===== src/rtl/core/mbrtu_pkg.sv =====
// Shared types, constants and the CRC-16/MODBUS byte update for the
// Modbus RTU read-register framer. No dependencies.
`default_nettype none

package mbrtu_pkg;

  typedef enum logic [0:0] {
    KIND_REQUEST = 1'b0,
    KIND_RX_BYTE = 1'b1
  } in_kind_t;

  typedef enum logic [1:0] {
    RK_TX     = 2'd0,
    RK_WORD   = 2'd1,
    RK_STATUS = 2'd2
  } res_kind_t;

  localparam logic [7:0]  FUNC_READ = 8'h03;
  localparam logic [15:0] CRC_INIT  = 16'hFFFF;
  localparam logic [15:0] CRC_POLY  = 16'hA001;
  localparam logic [8:0]  RX_DONE   = 9'd260;
  localparam logic [2:0]  TX_LAST   = 3'd7;
  localparam logic [2:0]  TX_CRC_LO = 3'd6;

  // One byte of CRC-16/MODBUS, reflected, eight shift steps.
  function automatic logic [15:0] crc_byte(input logic [15:0] crc_in,
                                           input logic [7:0] data);
    logic [15:0] c;
    c = crc_in ^ {8'h00, data};
    for (int i = 0; i < 8; i++) begin
      if (c[0]) begin
        c = (c >> 1) ^ CRC_POLY;
      end else begin
        c = c >> 1;
      end
    end
    return c;
  endfunction

endpackage

`default_nettype wire


===== src/rtl/core/modbus_rtu_read_register_framer.sv =====
// Results are registered: an input transfer that yields a result shows it in the next cycle.
// A request yields eight transmit bytes, one per cycle while the output is not
// stalled; the input is stalled while bytes 0 to 6 are shown.
// A received byte may enter in every cycle while no request bytes are pending and the output is not stalled.
// The frame CRC is built one byte per cycle while the request bytes go out and the output is not stalled.
// Reset (synchronous): output empty, parser at offset 0, response CRC at 0xFFFF.
`default_nettype none

module modbus_rtu_read_register_framer (
  input  wire logic               clk,
  input  wire logic               rst_n,
  input  wire logic               in_valid,
  output logic                    in_stall,
  input  wire logic               in_kind,
  input  wire logic [7:0]         in_slave_address,
  input  wire logic [15:0]        in_register_address,
  input  wire logic [15:0]        in_quantity,
  input  wire logic [7:0]         in_rx_byte,
  output logic                    out_valid,
  input  wire logic               out_stall,
  output logic [1:0]              out_result_kind,
  output logic [7:0]              out_tx_byte,
  output logic signed [15:0]      out_reg_value,
  output logic [6:0]              out_reg_index,
  output logic                    out_crc_error,
  output logic                    out_last
);
  import mbrtu_pkg::*;

  // output register
  logic              out_valid_r, out_valid_nxt;
  logic [1:0]        res_kind_r, res_kind_nxt;
  logic [7:0]        tx_byte_r, tx_byte_nxt;
  logic [15:0]       reg_value_r, reg_value_nxt;
  logic [6:0]        reg_index_r, reg_index_nxt;
  logic              crc_error_r, crc_error_nxt;
  logic              last_r, last_nxt;

  // request sequencer
  logic              tx_active_r, tx_active_nxt;
  logic [2:0]        tx_cnt_r, tx_cnt_nxt;
  logic [15:0]       tx_crc_r, tx_crc_nxt;
  logic [15:0]       req_reg_r, req_reg_nxt;
  logic [15:0]       req_qty_r, req_qty_nxt;

  // response parser
  logic [8:0]        rx_pos_r, rx_pos_nxt;
  logic [7:0]        byte_count_r, byte_count_nxt;
  logic [15:0]       rx_crc_r, rx_crc_nxt;
  logic [7:0]        data_high_r, data_high_nxt;
  logic [6:0]        word_index_r, word_index_nxt;
  logic [7:0]        crc_low_r, crc_low_nxt;

  logic              in_ready, in_xfer, advance;
  logic [2:0]        tx_next;
  logic [7:0]        tx_sel;
  logic [8:0]        pos_off;
  logic              in_data;

  assign in_ready = !out_valid_r || (!out_stall && !(tx_active_r && tx_cnt_r != TX_LAST));
  assign in_stall = !in_ready;
  assign in_xfer  = in_valid && in_ready;
  assign advance  = out_valid_r && !out_stall;

  assign tx_next  = tx_cnt_r + 3'd1;
  assign pos_off  = rx_pos_r - 9'd3;
  assign in_data  = (rx_pos_r < 9'd3) || (pos_off < {1'b0, byte_count_r});

  always_comb begin
    unique case (tx_next)
      3'd1:    tx_sel = FUNC_READ;
      3'd2:    tx_sel = req_reg_r[15:8];
      3'd3:    tx_sel = req_reg_r[7:0];
      3'd4:    tx_sel = req_qty_r[15:8];
      3'd5:    tx_sel = req_qty_r[7:0];
      3'd6:    tx_sel = tx_crc_r[7:0];
      3'd7:    tx_sel = tx_crc_r[15:8];
      default: tx_sel = 8'h00;
    endcase
  end

  always_comb begin
    out_valid_nxt  = out_valid_r;
    res_kind_nxt   = res_kind_r;
    tx_byte_nxt    = tx_byte_r;
    reg_value_nxt  = reg_value_r;
    reg_index_nxt  = reg_index_r;
    crc_error_nxt  = crc_error_r;
    last_nxt       = last_r;
    tx_active_nxt  = tx_active_r;
    tx_cnt_nxt     = tx_cnt_r;
    tx_crc_nxt     = tx_crc_r;
    req_reg_nxt    = req_reg_r;
    req_qty_nxt    = req_qty_r;
    rx_pos_nxt     = rx_pos_r;
    byte_count_nxt = byte_count_r;
    rx_crc_nxt     = rx_crc_r;
    data_high_nxt  = data_high_r;
    word_index_nxt = word_index_r;
    crc_low_nxt    = crc_low_r;

    if (in_xfer) begin
      res_kind_nxt  = RK_TX;
      tx_byte_nxt   = 8'h00;
      reg_value_nxt = 16'h0000;
      reg_index_nxt = 7'd0;
      crc_error_nxt = 1'b0;
      last_nxt      = 1'b0;
      if (in_kind == KIND_REQUEST) begin
        // show the address byte now, stream the rest from the sequencer
        out_valid_nxt  = 1'b1;
        tx_byte_nxt    = in_slave_address;
        tx_active_nxt  = 1'b1;
        tx_cnt_nxt     = 3'd0;
        tx_crc_nxt     = crc_byte(CRC_INIT, in_slave_address);
        req_reg_nxt    = in_register_address;
        req_qty_nxt    = in_quantity;
        rx_pos_nxt     = 9'd0;
        byte_count_nxt = 8'h00;
        rx_crc_nxt     = CRC_INIT;
        data_high_nxt  = 8'h00;
        word_index_nxt = 7'd0;
        crc_low_nxt    = 8'h00;
      end else begin
        out_valid_nxt = 1'b0;
        tx_active_nxt = 1'b0;
        if (rx_pos_r >= RX_DONE) begin
          // frame finished: drop the byte
        end else if (in_data) begin
          rx_crc_nxt = crc_byte(rx_crc_r, in_rx_byte);
          rx_pos_nxt = rx_pos_r + 9'd1;
          if (rx_pos_r == 9'd2) begin
            byte_count_nxt = in_rx_byte;
          end else if (rx_pos_r >= 9'd3) begin
            if (!pos_off[0]) begin
              data_high_nxt = in_rx_byte;
            end else begin
              out_valid_nxt  = 1'b1;
              res_kind_nxt   = RK_WORD;
              reg_value_nxt  = {data_high_r, in_rx_byte};
              reg_index_nxt  = word_index_r;
              word_index_nxt = word_index_r + 7'd1;
            end
          end
        end else if (rx_pos_r == 9'd3 + {1'b0, byte_count_r}) begin
          crc_low_nxt = in_rx_byte;
          rx_pos_nxt  = rx_pos_r + 9'd1;
        end else begin
          out_valid_nxt = 1'b1;
          res_kind_nxt  = RK_STATUS;
          crc_error_nxt = ({in_rx_byte, crc_low_r} != rx_crc_r);
          last_nxt      = 1'b1;
          rx_pos_nxt    = RX_DONE;
        end
      end
    end else if (advance) begin
      if (tx_active_r && tx_cnt_r != TX_LAST) begin
        tx_cnt_nxt  = tx_next;
        tx_byte_nxt = tx_sel;
        last_nxt    = (tx_next == TX_LAST);
        // fold header bytes into the CRC until the CRC itself goes out
        if (tx_next < TX_CRC_LO) begin
          tx_crc_nxt = crc_byte(tx_crc_r, tx_sel);
        end
      end else begin
        out_valid_nxt = 1'b0;
        tx_active_nxt = 1'b0;
      end
    end
  end

  always_ff @(posedge clk) begin
    if (!rst_n) begin
      out_valid_r  <= 1'b0;
      tx_active_r  <= 1'b0;
      tx_cnt_r     <= 3'd0;
      rx_pos_r     <= 9'd0;
      byte_count_r <= 8'h00;
      rx_crc_r     <= CRC_INIT;
      data_high_r  <= 8'h00;
      word_index_r <= 7'd0;
      crc_low_r    <= 8'h00;
    end else begin
      out_valid_r  <= out_valid_nxt;
      tx_active_r  <= tx_active_nxt;
      tx_cnt_r     <= tx_cnt_nxt;
      rx_pos_r     <= rx_pos_nxt;
      byte_count_r <= byte_count_nxt;
      rx_crc_r     <= rx_crc_nxt;
      data_high_r  <= data_high_nxt;
      word_index_r <= word_index_nxt;
      crc_low_r    <= crc_low_nxt;
    end
  end

  always_ff @(posedge clk) begin
    res_kind_r  <= res_kind_nxt;
    tx_byte_r   <= tx_byte_nxt;
    reg_value_r <= reg_value_nxt;
    reg_index_r <= reg_index_nxt;
    crc_error_r <= crc_error_nxt;
    last_r      <= last_nxt;
    tx_crc_r    <= tx_crc_nxt;
    req_reg_r   <= req_reg_nxt;
    req_qty_r   <= req_qty_nxt;
  end

  assign out_valid       = out_valid_r;
  assign out_result_kind = res_kind_r;
  assign out_tx_byte     = tx_byte_r;
  assign out_reg_value   = $signed(reg_value_r);
  assign out_reg_index   = reg_index_r;
  assign out_crc_error   = crc_error_r;
  assign out_last        = last_r;

endmodule

`default_nettype wire


===== config.mk =====
export PLATFORM = sky130hd
export DESIGN_NAME = modbus_rtu_read_register_framer
export DESIGN_NICKNAME = d
export VERILOG_FILES = /design/src/rtl/core/mbrtu_pkg.sv /design/src/rtl/core/modbus_rtu_read_register_framer.sv
export SDC_FILE = /design/constraint.sdc
export NUM_CORES = 1
export LEC_CHECK = 0
export BUFFER_PORTS_ARGS = -buffer_cell sky130_fd_sc_hd__buf_2
export CAP_MARGIN = 10
export CORE_AREA = 2 2 171 156
export CTS_BUF_LIST = sky130_fd_sc_hd__clkbuf_4
export CTS_CLUSTER_DIAMETER = 60
export DETAILED_ROUTE_END_ITERATION = 8
export DIE_AREA = 0 0 173 158
export GPL_TIMING_DRIVEN = 0
export HOLD_SLACK_MARGIN = 0.05
export SLEW_MARGIN = 20
export SYNTH_ARGS = -nofsm -noshare
export SYNTH_HDL_FRONTEND = slang
export SYNTH_SLANG_ARGS = --single-unit

===== constraint.sdc =====
create_clock -name clk -period 7.7 [get_ports clk]
set_clock_uncertainty 0.1 [all_clocks]
set_input_delay 0.77 -clock clk [delete_from_list [all_inputs] [get_ports clk]]
set_output_delay 0.77 -clock clk [all_outputs]
set_load 0.03 [all_outputs]

; Yosys cells after proc, flatten, opt, wreduce, memory -nomap -nowiden
; Cells that the tools add are included.
[op_classes]
n_eq_ne = 22
addsub = 5
muxes = 158
bitwise_logic = 31
order_cmp = 5
reduce_logical = 27
[op_table]
columns = cell, n
row1 = 2-to-1 mux 16 bit, 102
row2 = 2-to-1 mux 8 bit, 18
row3 = inverter 2 -> 3 bit, 24
row4 = case mux 8 bit (7 select lines), 1
row5 = 2-to-1 mux 7 bit, 6
row6 = 2-to-1 mux 9 bit, 4
row7 = XOR 16 x 8 -> 16 bit, 2
row8 = 2-to-1 mux 1 bit, 21
row9 = != test 16 bit, 1
row10 = inverter 8 -> 16 bit, 1
row11 = equality test 3 bit (second input constant), 4
row12 = 2-to-1 mux 3 bit, 4
row13 = != test 2 bit (second input constant), 6
row14 = AND reduction 4 bit, 3
row15 = AND reduction 6 bit, 2
row16 = != test 2 x 1 -> 1 bit (second input constant), 5
row17 = adder 2 x 8 -> 9 bit (first input constant), 1
row18 = adder 9 x 1 -> 9 bit (second input constant), 1
row19 = equality test 9 x 2 -> 1 bit (second input constant), 1
row20 = equality test 9 bit, 1
row21 = >= comparator 9 x 2 -> 1 bit (second input constant), 1
row22 = >= comparator 9 bit (second input constant), 1
row23 = less-than comparator 9 x 2 -> 1 bit (second input constant), 1
row24 = less-than comparator 9 x 8 -> 1 bit, 1
row25 = other kinds (18), 36
[totals]
reg_bits = 144
word_cells = 266
inputBits = 53
output_inout_bits = 37

; Depth between registers and ports, before layout
[depth]
word_depth = 52
depth_mapped = 14
ltp_nobuf = 13

; Least setup slack after synthesis
; No wires, ideal clock.
[synth_path]
path_type = reg2reg
startpoint = reg rx_pos_r[3]
endpoint = reg byte_count_r[0]
path_buffers = 2
setup_slack_ps = 4317
t_arrival_ps = 3211
setup_ps = 72
required_time_ps = 7528
synth_period_minus_slack_ps = 3383
stages_incl_launch_ff = 13
path_cell_list = dfxtp_1 > buf_6 > or4_4 > nor2_1 > xor2_1 > ha_1 > a2111oi_0 > a21oi_1 > nor4_4 > o21ai_4 > a22oi_2 > buf_6 > mux2i_1
[synth_between]
elab_chain_cells = 5
word_cells_on_any_way = 10
classes_between = add/sub (1) / order compare (3) / eq/ne (4) / reduce/logical (2)
[synth_lines]
columns = item, line_no
row1 = from (decl), modbus_rtu_read_register_framer.sv:47  ; logic [8:0] rx_pos_r, rx_pos_nxt;
row2 = from (signal assigned), modbus_rtu_read_register_framer.sv:187  ; rx_pos_r <= rx_pos_nxt;
row3 = subtractor 9 x 2 -> 9 bit, modbus_rtu_read_register_framer.sv:66  ; assign pos_off = rx_pos_r - 9'd3;
row4 = less-than comparator 9 x 8 -> 1 bit, modbus_rtu_read_register_framer.sv:67  ; assign in_data = (rx_pos_r < 9'd3) || (pos_off < {1'b0, byte_count_r});
row5 = logical OR 1 bit, modbus_rtu_read_register_framer.sv:67
row6 = != test 2 x 1 -> 1 bit (no source line), -
row7 = AND reduction 4 bit (no source line) *, -
row8 = to (signal assigned), modbus_rtu_read_register_framer.sv:188  ; byte_count_r <= byte_count_nxt;
row9 = to (decl), modbus_rtu_read_register_framer.sv:48  ; logic [7:0] byte_count_r, byte_count_nxt;
; Mark *: on every way between the ends. The rest lies on a longest branch, timed or not.
; A chain may end at the register's enable or synchronous reset.

; Worst setup path in the final report
[layout_path]
startpoint = reg rx_pos_r[0]
endpoint = reg last_r, in the netlist out_last (data pin)
[layout_between]
elab_chain_cells = 7
word_cells_on_any_way = 11
classes_between = add/sub (1) / order compare (3) / eq/ne (1) / mux (5) / reduce/logical (1)
[layout_lines]
columns = item, line_no
row1 = subtractor 9 x 2 -> 9 bit, modbus_rtu_read_register_framer.sv:66
row2 = less-than comparator 9 x 8 -> 1 bit, modbus_rtu_read_register_framer.sv:67
row3 = logical OR 1 bit, modbus_rtu_read_register_framer.sv:67
row4 = 2-to-1 mux 1 bit, modbus_rtu_read_register_framer.sv:129  ; end else if (in_data) begin
row5 = 2-to-1 mux 1 bit *, modbus_rtu_read_register_framer.sv:127  ; if (rx_pos_r >= RX_DONE) begin
row6 = 2-to-1 mux 1 bit *, modbus_rtu_read_register_framer.sv:109  ; if (in_kind == KIND_REQUEST) begin
row7 = 2-to-1 mux 1 bit *, modbus_rtu_read_register_framer.sv:102  ; if (in_xfer) begin
row8 = named net last_nxt, modbus_rtu_read_register_framer.sv:37  ; logic last_r, last_nxt;
row9 = to (signal assigned), modbus_rtu_read_register_framer.sv:202  ; last_r <= last_nxt;
row10 = to (decl), modbus_rtu_read_register_framer.sv:37
; Mark *: on every way through the listed nets, which the timed path passes. The rest lies on a longest branch.

==> impl_metrics.sql <==
INSERT INTO impl_metrics (metric_group, metric, value, unit) VALUES
('timing', 'rsz0062_at_grt', 'false', ''),
('timing', 'relSlewSlack', '0.3912', ''),
('die', 'row_count', '56', ''),
('yosys', 'yosys.area_share.xor_xnor', '0.09897', ''),
('yosys', 'synth_sequential_area_ratio', '0.4912', ''),
('die', 'die_y', '158', 'microns'),
('yosys', 'postSynthCellCount', '720', ''),
('timing', 'worstMarginPinSlew', '0.9133', 'ns'),
('global_routing', 'overflow', '0', ''),
('drt', 'detail_route.iter0.violations', '420', ''),
('worst_hold_path', 'min_path_cells', '1', ''),
('cts', 'clock_tree_from_tritoncts', 'built', ''),
('cells_and_area', 'area.growth.synth_to_final', '15.59', '%'),
('global_routing', 'grt_max_degree', '42', ''),
('worst_setup_path', 'cp.required', '8.00', 'ns'),
('cts', 'clk_latency', '0.56', 'ns'),
('cells_and_area', 'number_of_fill_cells', '2667', ''),
('drt', 'final_antenna_net_count', '0', ''),
('yosys', 'post_synth.cell_area_avg', '10.50', 'sq um'),
('worst_setup_path', 'cp_cell_sequence', 'ha_1 -> clkbuf_1 -> nor3_1 -> xor2_1 -> ha_1 -> o21a_1 -> o21a_1 -> o21ai_0 -> a21oi_1 -> o21ai_4 -> nor3_1 -> nand3_1 -> o21ai_0', ''),
('worst_setup_path', 'reg2regPathDepth', '13', ''),
('placed_design', 'detailedPlacementHpwl', '14.24', 'mm'),
('yosys', 'yosys.area_share.simple', '0.1622', ''),
('cts', 'post_cts_resized', '0', ''),
('timing', 'setup_viol', '0', ''),
('pwr', 'peakVddDrop', '0.00007559', 'V'),
('global_routing', 'first_global_vias', '5439', ''),
('yosys', 'yosysUniqueCellTypes', '70', ''),
('placed_design', 'place_worst_setup_slack', '3.691', 'ns'),
('timing', 'timing_hold_violations_final', '0', ''),
('cts', 'post_cts_buffers', '0', ''),
('die', 'placeableCoreArea', '25640', 'sq um'),
('die', 'io_pins', '90', ''),
('pwr', 'power.leakage', '3.243', 'nW'),
('cts', 'root_driver', 'clkbuf_4', ''),
('cells_and_area', 'drive_gt1_frac', '0.1902', ''),
('cells_and_area', 'stdcell_area', '8738', 'sq um'),
('worst_setup_path', 'critical_path.max_stage_delay', '0.56', 'ns'),
('placed_design', 'gpl.final_weighted_congestion', '0.8596', ''),
('placed_design', 'post_placement_cell_count', '1158', ''),
('die', 'chipWidth', '173', 'microns'),
('worst_setup_path', 'critPathKind', 'flop to flop', ''),
('cts', 'cts.htree.levels', '4', ''),
('global_routing', 'antenna_found_initial', '3', ''),
('cts', 'cts.sinks', '144', ''),
('worst_setup_path', 'critPathLaunchType', 'flop', ''),
('global_routing', 'grtUsageTotal', '0.1411', ''),
('worst_setup_path', 'crit_path_end_kind', 'flop', ''),
('yosys', 'synth_async_sr_flop_share', '0', ''),
('worst_hold_path', 'hold_path_class', 'primary input to flop', ''),
('yosys', 'synth-seq-cells', '144', ''),
('cts', 'clk_transition_reported_paths', '0.13', 'ns'),
('yosys', 'synth_edf_count', '83', ''),
('pwr', 'p_per_area', '182.8', 'nW/um^2'),
('cells_and_area', 'finalCoreUtilization', '0.3407', ''),
('drt', 'route.final.wire_length', '19.07', 'mm'),
('yosys', 'post_synth_adder_cell_area', '0.03145', ''),
('die', 'die_area', '27330', 'sq um'),
('timing', 'fin_ws', '3.594', 'ns'),
('worst_setup_path', 'critical_path.slowest_cell', 'dfxtp_1', ''),
('cells_and_area', 'finalNonFillerCells', '1192', ''),
('timing', 'report.final.slew_viol_count', '0', ''),
('worst_setup_path', 'timing.critical_path.arrival', '4.41', 'ns'),
('yosys', 'muxShareOfSynthArea', '0.04154', ''),
('yosys', 'yosys_warnings', '0', ''),
('worst_setup_path', 'timing.critical_path.fanout_max', '10', ''),
('outcome', 'result_of_the_run', 'finished, final reports clean', ''),
('drt', 'via_count', '5737', ''),
('yosys', 'synth_top_family_by_area', 'simple AND/OR/NAND/NOR gates', ''),
('timing', 'layout_worst_path_cycle_share', '0.5333', ''),
('timing', 'timing.fmax', '243.5', 'MHz');
[metrics by stage]
stage               hold WS [ns]  total power, W
finish                    0.2759        0.001597
global route              0.2233        0.001667
CTS                       0.2348        0.001609
detailed placement        0.3472        0.001152
global placement          0.3435        0.001147
floorplan                 0.3301        0.001071
[cell usage after synthesis, drive strengths merged, types with 2 or more instances]
| cell type | n | area [sq um] |
|---|---|---|
| a21boi | 11 | 90.09 |
| a22oi | 16 | 130.1 |
| or3 | 3 | 23.77 |
| mux2 | 3 | 33.78 |
| a211oi | 4 | 35.03 |
| xor2 | 22 | 192.7 |
| nand4b | 3 | 26.28 |
| buf | 18 | 116.4 |
| and2 | 26 | 162.7 |
| mux2i | 28 | 280.3 |
| a221o | 2 | 20.02 |
| nor2b | 4 | 25.02 |
| o31a | 2 | 17.52 |
| nand2 | 60 | 225.2 |
| nand3 | 32 | 160.2 |
| a21o | 3 | 22.52 |
| xnor2 | 60 | 533.0 |
| nand3b | 9 | 67.56 |
| nor4 | 5 | 46.29 |
| ha | 19 | 237.7 |
| a21oi | 23 | 122.6 |
| nand2b | 17 | 106.4 |
| dfxtp | 61 | 1221 |
| o211ai | 2 | 15.01 |
| and3 | 10 | 62.56 |
| nor3 | 21 | 105.1 |
| edfxtp | 83 | 2492 |
| inv | 29 | 108.9 |
| o22ai | 6 | 37.54 |
| a221oi | 4 | 35.03 |
| a31oi | 10 | 62.56 |
| nand4 | 8 | 50.05 |
| nor2 | 24 | 100.1 |
| or4 | 2 | 22.52 |
| o21ai | 34 | 196.4 |
| clkbuf | 25 | 95.09 |
| nor3b | 2 | 15.01 |
| a32oi | 9 | 78.83 |
| o21a | 6 | 45.04 |
[registers in the layout, summed over array words and instances (netlist names)]
name and flops:
req_reg_r 16, out_valid 1, word_index_r 7, rx_crc_r 16, out_reg_value 16, out_crc_error 1, out_tx_byte 8, out_result_kind 2
data_high_r 8, crc_low_r 8, tx_cnt_r 3, out_reg_index 7, tx_active_r 1, out_last 1, byte_count_r 8, tx_crc_r 16
rx_pos_r 9, req_qty_r 16
[where the power goes]
part	leakage [nW]	internal [W]	switching [W]
Clock	0.139	0.000167	0.000293
Combinational	1.81	0.000101	0.000159
Sequential	1.30	0.000856	0.0000210
Total	3.24	0.00112	0.000473
[final cells by class]
cell class                      count  area, sq um  share of cell area
Timing Repair Buffer               90        471.7             0.05398
Antenna cell                        3        7.507           0.0008591
Buffer                             43        212.7             0.02434
Clock inverter                     12        112.6             0.01289
Multi-Input combinational cell    503         3530              0.4039
Clock buffer                       19        142.6             0.01632
Inverter                           30        112.6             0.01289
Tap cell                          348        435.4             0.04983
Sequential cell                   144         3714              0.4250
[layer usage]
metal / share of wire / routed length (microns) / GRT usage / up-vias
met5: 0 / 0 / 0 / -
met4: 0.022 / 413 / 0.05246 / 0
met3: 0.052 / 986 / 0.03314 / 27
met2: 0.43 / 8274 / 0.2137 / 165
met1: 0.49 / 9394 / 0.1956 / 2725
li1: - / - / - / 2820
[cells by family (layout without fill, tap and decap cells)]
group | count (synthesis) | count (layout)
AO/OA/AOI/OAI | 141 | 141
flip-flops | 144 | 144
adder cells (fa/ha/maj) | 19 | 19
AND/OR/NAND/NOR | 229 | 229
other | 0 | 3
buffers and inverters | 73 | 194
XOR/XNOR | 83 | 83
multiplexers | 31 | 31
[critical path, delay by kind of cell (launching register included)]
kind                     cells  cell delay (ns)
adder cells (fa/ha/maj)      2             0.48
flip-flops                   1             0.56
buffers and inverters        1             0.40
AO/OA/AOI/OAI                6             1.28
AND/OR/NAND/NOR              3             0.97
XOR/XNOR                     1             0.16
[path summary, 6_finish.rpt]
check | to | slack [ns] | from
max reg2reg | out_last$_DFFE_PP_ | 3.59 | rx_pos_r[0]$_SDFFE_PN0P_
min | req_qty_r[7]$_DFFE_PP_ | 0.28 | in_quantity[7]
max | out_last$_DFFE_PP_ | 3.59 | rx_pos_r[0]$_SDFFE_PN0P_
min reg2reg | data_high_r[5]$_SDFFE_PN0P_ | 0.36 | data_high_r[5]$_SDFFE_PN0P_
Note: power is estimated with default switching activity, not from simulation.
